File: config.mk
export PLATFORM = sky130hd
export DESIGN_NAME = fbpa_resp
export DESIGN_NICKNAME = d
export VERILOG_FILES = /design/src/hdl/fbpa_pkg.sv /design/src/hdl/fbpa_resp.sv
export SDC_FILE = /design/constraint.sdc
export NUM_CORES = 1
export LEC_CHECK = 0
export BUFFER_PORTS_ARGS = -buffer_cell sky130_fd_sc_hd__buf_2
export CAP_MARGIN = 0
export CORE_AREA = 2 2 102 104
export DETAILED_ROUTE_END_ITERATION = 8
export DIE_AREA = 0 0 104 106
export PLACE_DENSITY = 0.61
export SLEW_MARGIN = 20
export SYNTH_ARGS = -nofsm -noshare
export SYNTH_HDL_FRONTEND = slang
export SYNTH_SLANG_ARGS = --single-unit
File: constraint.sdc
create_clock -name clk_i -period 2.35 [get_ports clk_i]
set_input_delay 0.1175 -clock clk_i [delete_from_list [all_inputs] [get_ports clk_i]]
set_output_delay 0.1175 -clock clk_i [all_outputs]
set_load 0.03 [all_outputs]
File: src/hdl/fbpa_pkg.sv
// Shared types and constants of the fixed block pool allocator.
// Used by fbpa_stack, fbpa_resp and the top level; depends on nothing.

package fbpa_pkg;

  localparam int unsigned POOL_DEPTH_DEF = 256;
  localparam int unsigned ADDR_W_DEF     = 32;

  localparam int unsigned OP_W       = 2;
  localparam int unsigned ST_W       = 2;
  localparam int unsigned FREED_W    = 32;
  localparam int unsigned BASE_W     = 32;
  localparam int unsigned ELEM_W     = 16;
  localparam int unsigned POOL_CNT_W = 9;
  localparam int unsigned CFG_IDX_W  = 2;
  localparam int unsigned CFG_DATA_W = 32;

  localparam logic [OP_W-1:0] OP_ALLOC = 2'd0;
  localparam logic [OP_W-1:0] OP_FREE  = 2'd1;
  localparam logic [OP_W-1:0] OP_CLEAR = 2'd2;

  localparam logic [ST_W-1:0] ST_OK         = 2'd0;
  localparam logic [ST_W-1:0] ST_EXHAUSTED  = 2'd1;
  localparam logic [ST_W-1:0] ST_EMPTY_FREE = 2'd2;

  localparam logic [CFG_IDX_W-1:0] REG_BASE = 2'd0;
  localparam logic [CFG_IDX_W-1:0] REG_ELEM = 2'd1;
  localparam logic [CFG_IDX_W-1:0] REG_POOL = 2'd2;

  localparam logic [BASE_W-1:0]     BASE_RST = 32'd0;
  localparam logic [ELEM_W-1:0]     ELEM_RST = 16'd1;
  localparam logic [POOL_CNT_W-1:0] POOL_RST = 9'd256;

  // Stage one result of an operation, handed to the response stage
  typedef struct packed {
    logic            grant;
    logic            marked;
    logic [ST_W-1:0] status;
  } stage_t;

endpackage

File: src/hdl/fbpa_resp.sv
// Response stage: picks the granted address and holds the result for the receiver.
// Depends on fbpa_pkg.

module fbpa_resp #(
  parameter int unsigned ADDRESS_WIDTH = fbpa_pkg::ADDR_W_DEF
) (
  input  logic                        clk_i,
  input  logic                        rst_ni,
  input  logic                        s1_valid_i,
  input  fbpa_pkg::stage_t            s1_i,
  input  logic [ADDRESS_WIDTH-1:0]    s1_product_i,
  input  logic [ADDRESS_WIDTH-1:0]    s1_rdata_i,
  input  logic [fbpa_pkg::BASE_W-1:0] base_i,
  output logic                        advance_o,
  output logic                        out_valid_o,
  input  logic                        out_ready_i,
  output logic [ADDRESS_WIDTH-1:0]    out_addr_o,
  output logic [fbpa_pkg::ST_W-1:0]   out_status_o
);

  logic                      out_valid_q;
  logic [ADDRESS_WIDTH-1:0]  out_addr_q, out_addr_d;
  logic [fbpa_pkg::ST_W-1:0] out_status_q;
  logic                      load;

  assign advance_o = !out_valid_q || out_ready_i;
  assign load      = s1_valid_i && advance_o;

  always_comb begin
    out_addr_d = '0;
    if (s1_i.grant) begin
      out_addr_d = s1_i.marked ? s1_rdata_i : ADDRESS_WIDTH'(base_i) + s1_product_i;
    end
  end

  always_ff @(posedge clk_i or negedge rst_ni) begin
    if (!rst_ni) begin
      out_valid_q <= 1'b0;
    end else if (advance_o) begin
      out_valid_q <= s1_valid_i;
    end
  end

  always_ff @(posedge clk_i) begin
    if (load) begin
      out_addr_q   <= out_addr_d;
      out_status_q <= s1_i.status;
    end
  end

  assign out_valid_o  = out_valid_q;
  assign out_addr_o   = out_addr_q;
  assign out_status_o = out_status_q;

endmodule

# Yosys cells after proc, flatten, opt, wreduce, memory -nomap -nowiden
# Cells that the tools add are included.
# classes
muxes,1
reduce_logical,3
addsub,1
# op_table
op,count
$add A32 B32 Y32,1
$mux W32,1
$logic_and A1 B1 Y1,1
$logic_not A1 Y1,1
$logic_or A1 B1 Y1,1
# word_totals
register_bits,35
output_inout_bits,36
in_bits,104
elab_cells,8

# Depth between registers and ports, before layout
# Gate-level depths: netlist (run 1).
# logic_depth
depth_word,3
ltp_mapped,10
mapped_depth_nobuf,10

# Worst setup path before layout (run 1)
# No wires, ideal clock.
# synth_path
kind,input port to flip-flop
start,in s1_product_i[0]
end,reg out_addr_q[20] (netlist: out_addr_o[20]) (data pin)
cell_stages,10
setup_slack_ps,-7
t_required_ps,2095
t_arrival_ps,2103
n_path_buf,0
setup_time_ps,255
cell_sequence,ha_1 -> fa_1 -> a21oi_1 -> o21ai_1 -> a31o_2 -> a211oi_1 -> o41ai_2 -> xnor2_1 -> o21ai_1 -> and2_1
# synth_via
elab_chain_len,2
# synth_rtl
element,line,source
from (decl),fbpa_resp.sv:11,"input logic [ADDRESS_WIDTH-1:0] s1_product_i,"
$add A32 B32 Y32,fbpa_resp.sv:32,out_addr_d = s1_i.marked ? s1_rdata_i : ADDRESS_WIDTH'(base_i) + s1_product_i;
$mux W32,fbpa_resp.sv:32,
to (signal assigned),fbpa_resp.sv:46,out_addr_q <= out_addr_d;
to (decl),fbpa_resp.sv:22,"logic [ADDRESS_WIDTH-1:0] out_addr_q, out_addr_d;"
# Every way passes these cells.
# A chain may end at the register's enable or synchronous reset.

# Worst setup path in the final report (run 1)
# Same ends and word-level chain as after synthesis.

==> results.yml, run 1 <==
place:
  post-place-cells: 671
  dpl.hpwl_um: 7964
  place_congestion: 0.8847
  portBuffers: 139
  placed_area_mm2: 0.004482
worst_setup_path:
  r2r_cells: 3
  arrival_ns: 2.29
  r2r_setup_slack_ns: 0.93
  slowest_delay_ns: 0.38
  r2r_end: "out_addr_o[3]"
  required_ns: 2.40
  end_kind: "flop"
  path_class: "in -> reg"
  cpMostUsedCell: "o21ai_1"
  cpLargestDelayFamily: "compound AO/OA/AOI/OAI gates"
  cp-start-kind: "input port"
  cpMaxStageDelayCell: "fa_1"
  crit_buf_inv: 1
  cp_cell_sequence: "buf_2 -> ha_1 -> fa_1 -> a21oi_1 -> o21ai_1 -> a31o_2 -> a211oi_2 -> o41ai_2 -> xnor2_1 -> o21ai_1 -> and2_1"
  regToRegStartpoint: "out_valid_o"
  cp_max_fo: 3
sta:
  fin_crit_sh_pct: 95.41
  rsz0062_at_grt: "no"
  skew_ns: 0.008004
  drv_slew: 0
  finalHoldViolCount: 0
  setup_violations: 0
  max_slew.worst_pin.slew_ns: 0.5351
  max_freq_mhz: 446.0
  whs_ns: 0.01890
  relSlewSlack_pct: 64.33
  fin_crit_ns: 2.242
clock_tree:
  htreeDepth: 2
  clock_latency_ns: 0.29
  post_cts_buffers: 0
  ctsHoldBuffers: 2
  cts_tree: "built"
  clk_pin_slew_worst_paths_ns: 0.07
  cts_max_path_buffers: 2
  cts_root_buf: "clkbuf_8"
  numCtsBuffers: 5
  numClockSinks: 35
  ctsResizeCount: 0
synth:
  yosys_warnings: 0
  synth_area_leaders: "edfxtp_1, ha_1, a21o_1"
  synthFlopType: "edfxtp_1"
  ys_ff_latch: 35
  synth_nets: 512
  yosysTopAreaCell: "edfxtp_1"
  syn_inst: 376
  synth.yosys.seq_area_share_pct: 30.68
  synth_cell_types: 56
  yosys.area.top_type_share_pct: 29.94
  synth_edf_count: 34
  syn_area_per_cell_um2: 9.068
  netlist_area_mm2: 0.003410
  synthArstFlopShare_pct: 2.857
detailed_routing:
  drt_wl_total_um: 9546
  drtPass1Iterations: 4
  drtIter0Drc: 195
  vias: 3331
  viasPerCell: 4.899
  wl_per_cell_um: 14.04
  ant_nets: 0
  drc: 0
power:
  combPwrFrac_pct: 45.5
  pwr-share-seq_pct: 35.6
  clkPwrFrac_pct: 18.9
  p_leak_nw: 2.187
  swShare_pct: 35.62
  p_switching_mw: 0.7552
  vdd_ir_drop_max_mv: 0.1805
  intPower_mw: 1.365
  power.density_mw_per_mm2: 463.2
hold_path:
  whs_path_depth: 1
  hp-start: "s1_i[1]"
  min-delay-path-class: "in -> reg"
  hold_path_end: "out_status_o[1]"
grt:
  grt_use_total_pct: 17.32
  grt_pass1_vias: 3181
  antenna_found_initial: 1
  overflow: 0
  grt_max_degree: 38
  grt_first_pass_wirelength_um: 15520
die:
  start_util_pct: 34.10
  coreArea_mm2: 0.01000
  die-area_mm2: 0.01102
  floorplan.rows: 37
  dieWidth_um: 104
  die_h_um: 106
  pin_count: 140
run_status:
  status: "complete, no violations"
cells_and_area:
  finalNetCount: 680
  utilization_pct: 45.77
  stdcell_count: 680
  area_growth_pct: 34.24
  nFillCells: 1001
  final_cell_area_mm2: 0.004577
  drive_above_1_share_pct: 38.67
flow_run:
  cap_viol_max_count: 0
[cells in the final DEF, fill, tap and decap left out, drive strengths merged, types with 6 or more instances in the layout]
master  instances
nor2           15
a211oi          7
nand2          40
buf           179
nand3          12
clkbuf          6
nand4           8
xor2           13
inv             8
and2           20
edfxtp         34
xnor2          13
a21o           25
o21ai          37
a21oi          31
ha             31
[final cells by class]
type / instances / area (um2) / share of cell area (%)
multi-input cells: 312 / 2236 / 48.85
flip-flops and latches: 35 / 1046 / 22.85
repair buffers: 181 / 1016 / 22.20
well taps: 136 / 170.2 / 3.718
clock buffers: 6 / 72.57 / 1.586
inverters: 9 / 33.78 / 0.7381
diodes: 1 / 2.502 / 0.05467
[cells in the mapped netlist (5+ instances only)]
master and count:
nor2_1 15, nand2_1 36, inv_1 8, o21ai_1 11, and3_1 5, clkbuf_1 12, ha_1 31, a211oi_1 5
a21o_1 25, a21oi_2 5, o21ai_0 25, a21oi_1 26, nand3_1 12, xnor2_1 13, xor2_1 13, nand4_1 7
and2_1 20, edfxtp_1 34
[how the worst max path moves through the flow]
stage / from / end / slack [ns] / cells after the start
floorplan: s1_product_i[0] / out_addr_o[20] / 0.1 / 10
global placement: s1_product_i[0] / out_addr_o[20] / -0.15 / 11
detailed placement: s1_product_i[0] / out_addr_o[20] / -0.19 / 11
CTS: s1_product_i[0] / out_addr_o[20] / 0.12 / 11
global route: s1_product_i[0] / out_addr_o[20] / 0.02 / 11
finish: s1_product_i[0] / out_addr_o[20] / 0.11 / 11
[flip-flops by register name, summed over array words and instances, names as in the netlist]
register,cells
out_valid_o,1
out_addr_o,32
out_status_o,2
[layer usage]
metal | GRT usage, % | wire length, um | vias to the layer above
met1 | 24.33 | 4510 | 1491
met4 | 4.537 | 106 | 0
met5 | 0 | 0 | -
met2 | 28.38 | 4486 | 102
li1 | - | - | 1732
met3 | 1.962 | 443 | 6
[per-stage QoR]
| step | setup TNS (ns) | power [mW] | worst slack [ns] |
|---|---|---|---|
| after floorplan | 0 | 1.397 | 0.09986 |
| after global placement | -0.9059 | 1.720 | -0.1494 |
| after detailed placement | -1.290 | 1.730 | -0.1873 |
| after CTS | 0 | 2.137 | 0.1237 |
| after global routing | 0 | 2.260 | 0.02433 |
| final | 0 | 2.120 | 0.1079 |
[power groups by stage]
stage | sequential (mW) | clock, mW | combinational [mW]
final | 0.755 | 0.400 | 0.965
after global routing | 0.758 | 0.436 | 1.06
after CTS | 0.755 | 0.413 | 0.968
after detailed placement | 0.769 | 0 | 0.961
after global placement | 0.768 | 0 | 0.952
after floorplan | 0.861 | 0 | 0.537
[kinds of logic (layout without fill, tap and decap cells)]
logic type / Yosys count / after routing / share of synthesized area (%)
and+or+nand+nor: 117 / 117 / 18.35
xor gates and xnor gates: 26 / 26 / 6.679
adders and majority gates: 32 / 32 / 11.96
DFF: 35 / 35 / 30.68
other: 0 / 1 / 0
muxes: 2 / 2 / 0.5872
buffers and inverters: 29 / 196 / 3.890
AOI/OAI and AO/OA: 135 / 135 / 27.85
Power figures use the tool's default switching activity.
==> run 2: changes to the inputs <==
Settings changed: REMOVE_ABC_BUFFERS set to 1.
==> results.yml, run 2 (same netlist as run 1, synthesis figures left out) <==
worst_setup_path:
  cpMostUsedCell: "buf_4"
  end_kind: "flop"
  slowest_delay_ns: 0.40
  cp_cell_sequence: "buf_2 -> ha_1 -> fa_2 -> a21oi_4 -> buf_4 -> o211ai_1 -> a21oi_2 -> o21ai_4 -> a211oi_4 -> buf_4 -> xor2_1 -> o21ai_1"
  crit_buf_inv: 3
  regToRegStartpoint: "out_valid_o"
  r2r_cells: 3
  cp_max_fo: 4
  required_ns: 2.38
  r2r_setup_slack_ns: 1.00
  critPathLaunch: "s1_product_i[0]"
  arrival_ns: 2.29
  path_depth: 12
  r2r_end: "out_addr_o[24]"
  cpLargestDelayFamily: "compound AO/OA/AOI/OAI gates"
  cpMaxStageDelayCell: "fa_2"
  cp-start-kind: "input port"
  path_class: "in -> reg"
detailed_routing:
  drtPass1Iterations: 5
  drt_wl_total_um: 9724
  drc: 0
  vias: 3415
  drtIter0Drc: 186
  wl_per_cell_um: 14.13
  ant_nets: 0
  viasPerCell: 4.964
sta:
  finalHoldViolCount: 0
  fin_crit_ns: 2.254
  max_freq_mhz: 443.7
  setup_violations: 0
  fin_crit_sh_pct: 95.91
  skew_ns: 0.004165
  drv_slew: 0
  layout_setup_ws_ns: 0.09604
  tns_ns: 0
  relSlewSlack_pct: 63.81
  whs_ns: 0.01276
  max_slew.worst_pin.slew_ns: 0.5428
die:
  die-area_mm2: 0.01102
  coreArea_mm2: 0.01000
  floorplan.rows: 37
  start_util_pct: 34.10
  die_h_um: 106
  dieWidth_um: 104
  pin_count: 140
clock_tree:
  clock_latency_ns: 0.28
  htreeDepth: 2
  numCtsBuffers: 5
  cts_max_path_buffers: 2
  clk_pin_slew_worst_paths_ns: 0.07
  cts_tree: "built"
  cts_root_buf: "clkbuf_8"
  numClockSinks: 35
grt:
  grt_first_pass_wirelength_um: 15860
  antenna_found_initial: 0
  grt_use_total_pct: 17.46
  grt_max_degree: 35
  overflow: 0
  grt_pass1_vias: 3359
cells_and_area:
  nFillCells: 996
  drive_above_1_share_pct: 40.04
  final_cell_area_mm2: 0.004690
  finalNetCount: 687
  diodes: 0
  multi_input_area_mm2: 0.002263
  stdcell_count: 688
  regArea_mm2: 0.001046
  largest_reg_flops: 32
  mostFrequentLayoutCells: "buf_2, buf_4, nand2_1"
  area_growth_pct: 37.54
  final_common_cell: "buf_2"
  utilization_pct: 46.90
hold_path:
  whs_path_depth: 1
  min-delay-path-class: "in -> reg"
  hold_path_end: "out_status_o[0]"
  hp-start: "s1_i[0]"
power:
  combPwrFrac_pct: 43.8
  vdd_ir_drop_max_mv: 0.2738
  pwr-share-seq_pct: 33.2
  intPower_mw: 1.494
  power.density_mw_per_mm2: 484.5
  fin_total_pwr_mw: 2.272
  clkPwrFrac_pct: 23.0
  swShare_pct: 34.25
  p_leak_nw: 2.243
  p_switching_mw: 0.7782
place:
  post-place-cells: 677
  post-place-ws_ns: -0.3022
  place_congestion: 0.8673
  portBuffers: 139
  dpl.hpwl_um: 8014
  placed_area_mm2: 0.004522
run_status:
  status: "complete, no violations"
flow_run:
  cap_viol_max_count: 0
[run 2: cell count changes in the layout (fill, tap and decap cells not counted), sizes merged]
| cell | change |
|---|---|
| diode | -1 |
| bufinv | +1 |
| buf | +7 |
| clkbuf | -1 |
| clkinv | +2 |
[run 2: final cells by class]
| class | count | area share [%] |
|---|---|---|
| inverter | 9 | 0.7204 |
| timing repair buffer | 188 | 22.79 |
| clock inverter | 3 | 0.8271 |
| multi-input combinational | 312 | 48.27 |
| clock buffer | 5 | 1.467 |
| tap | 136 | 3.629 |
| sequential | 35 | 22.31 |
[run 2: worst max path at each step]
stage / slack (ns) / endpoint
after global placement: -0.23 / out_addr_o[20]
after global routing: -0.01 / out_addr_o[30]
after CTS: 0.06 / out_addr_o[30]
final: 0.1 / out_addr_o[26]
after detailed placement: -0.30 / out_addr_o[30]
after floorplan: 0.003 / out_addr_o[20]
[run 2: what timing repair did]
item,4_1_cts,5_1_grt
hold buffers,1,1
endpoints found under the hold margin,1,1
endpoints found under the setup margin,1,9
gates resized for setup,1,6
buffers inserted,0,1
pin swaps,0,5
[run 2: per-layer routing]
metal | GRT usage, % | wire (um) | vias up
met5 | 0 | 0 | -
met4 | 4.247 | 112 | 0
met3 | 2.207 | 443 | 10
met2 | 29.04 | 4624 | 102
met1 | 24.15 | 4545 | 1554
li1 | - | - | 1749
[run 2: power by group through the flow]
stage	combinational, mW	sequential [mW]	clock (mW)
6_report	0.995	0.755	0.522
5_1_grt	1.09	0.759	0.566
4_1_cts	0.977	0.756	0.534
3_5_place_dp	0.971	0.770	0
3_3_place_gp	0.959	0.769	0
2_1_floorplan	0.509	0.861	0
[run 2: worst reg2reg max path: cells and delay by family, from the launching register on]
family	cells	cell delay (ns)
buffers and inverters	1	0.38
and+or+nand+nor	2	0.24
DFF	1	0.37
==> run 3: changes to the inputs <==
Settings changed: HOLD_SLACK_MARGIN set to 0.05.
==> results.yml, run 3 (same netlist as run 1, synthesis figures left out) <==
grt:
  antenna_found_initial: 0
  grt_use_total_pct: 17.54
  grt_pass1_vias: 3389
  overflow: 0
  grt_max_degree: 35
  grt_first_pass_wirelength_um: 15940
cells_and_area:
  largest_reg_flops: 32
  mostFrequentLayoutCells: "buf_2, buf_4, nand2_1"
  final_cell_area_mm2: 0.004710
  drive_above_1_share_pct: 39.89
  area_growth_pct: 38.13
  final_common_cell: "buf_2"
  diodes: 0
  nFillCells: 993
  finalNetCount: 689
  utilization_pct: 47.10
worst_setup_path:
  r2r_setup_slack_ns: 1.00
  path_class: "in -> reg"
  cpMaxStageDelayCell: "fa_2"
  end_kind: "flop"
  crit_buf_inv: 3
  r2r_cells: 3
  cpMostUsedCell: "buf_4"
  cp_cell_sequence: "buf_2 -> ha_1 -> fa_2 -> a21oi_4 -> buf_4 -> o211ai_1 -> a21oi_2 -> o21ai_4 -> a211oi_4 -> buf_4 -> xor2_1 -> o21ai_1"
  cp_max_fo: 4
  cp-start-kind: "input port"
  r2r_end: "out_addr_o[24]"
  cpLargestDelayFamily: "compound AO/OA/AOI/OAI gates"
  required_ns: 2.38
  slowest_delay_ns: 0.40
  regToRegStartpoint: "out_valid_o"
  arrival_ns: 2.29
detailed_routing:
  viasPerCell: 4.958
  drtPass1Iterations: 4
  ant_nets: 0
  drt_wl_total_um: 9770
  drtIter0Drc: 158
  drc: 0
  wl_per_cell_um: 14.16
  vias: 3421
clock_tree:
  htreeDepth: 2
  cts_max_path_buffers: 2
  numCtsBuffers: 5
  cts_root_buf: "clkbuf_8"
  numClockSinks: 35
  clock_latency_ns: 0.28
  cts_tree: "built"
  clk_pin_slew_worst_paths_ns: 0.07
power:
  vdd_ir_drop_max_mv: 0.2731
  power.density_mw_per_mm2: 483.3
  fin_total_pwr_mw: 2.276
  p_leak_nw: 2.251
place:
  place_congestion: 0.8673
  portBuffers: 139
  dpl.hpwl_um: 8014
  placed_area_mm2: 0.004522
sta:
  setup_violations: 0
  drv_slew: 0
  max_slew.worst_pin.slew_ns: 0.5405
  fin_crit_sh_pct: 95.91
  fin_crit_ns: 2.254
  max_freq_mhz: 443.7
  skew_ns: 0.004065
  finalHoldViolCount: 0
  relSlewSlack_pct: 63.97
  tns_ns: 0
  whs_ns: 0.1433
run_status:
  status: "complete, no violations"
die:
  coreArea_mm2: 0.01000
  pin_count: 140
  die_h_um: 106
  start_util_pct: 34.10
  die-area_mm2: 0.01102
  dieWidth_um: 104
  floorplan.rows: 37
flow_run:
  cap_viol_max_count: 0
hold_path:
  min-delay-path-class: "in -> async"
-- run 3: cell types whose count changed in the layout (fill, tap and decap cells not counted), sizes merged --
cell and change:
dlygate4sd3 +2
-- run 3: per-layer routing --
metal	share of wire [%]	vias to the layer above	track usage (%)	routed length, um
li1	-	1752	-	-
met1	47	1556	24.19	4591
met2	47	103	29.32	4632
met3	4.4	10	2.146	434
met4	1.1	0	4.247	112
met5	0	-	0	0
-- run 3: power by group --
group	switching (mW)	leakage, nW	internal, mW
clock	0.212	0.0556	0.310
sequential	0.0107	0.345	0.744
combinational	0.557	1.85	0.441
total	0.780	2.25	1.50
-- run 3: final cells by class --
type                    count  area (um2)  area share, %
multi-input cells         312        2263          48.06
repair buffers            190        1089          23.11
flip-flops and latches     35        1046          22.21
well taps                 136       170.2          3.613
clock buffers               5       68.82          1.461
clock inverters             3       38.79         0.8236
inverters                   9       33.78         0.7173
-- run 3: worst max-delay path by stage --
stage	startpoint	end	slack, ns	depth (start not counted)
detailed placement	s1_product_i[0]	out_addr_o[30]	-0.30	12
floorplan	s1_product_i[0]	out_addr_o[20]	0.003	10
global placement	s1_product_i[0]	out_addr_o[20]	-0.23	12
CTS	s1_product_i[0]	out_addr_o[30]	0.06	12
global route	s1_product_i[0]	out_addr_o[30]	-0.01	12
finish	s1_product_i[0]	out_addr_o[26]	0.1	12
-- run 3: per-stage QoR --
stage	cells	setup slack, ns
after floorplan	356	0.002922
after global placement	677	-0.2259
after detailed placement	677	-0.3022
after CTS	689	0.06014
after global routing	690	-0.01102
final	690	0.09603
-- run 3: repair_timing --
item	CTS	global route
pin swaps	0	5
buffers inserted	0	1
gates resized for setup	1	6
hold endpoints to repair	4	0
endpoints found under the setup margin	1	9
hold buffers	4	0
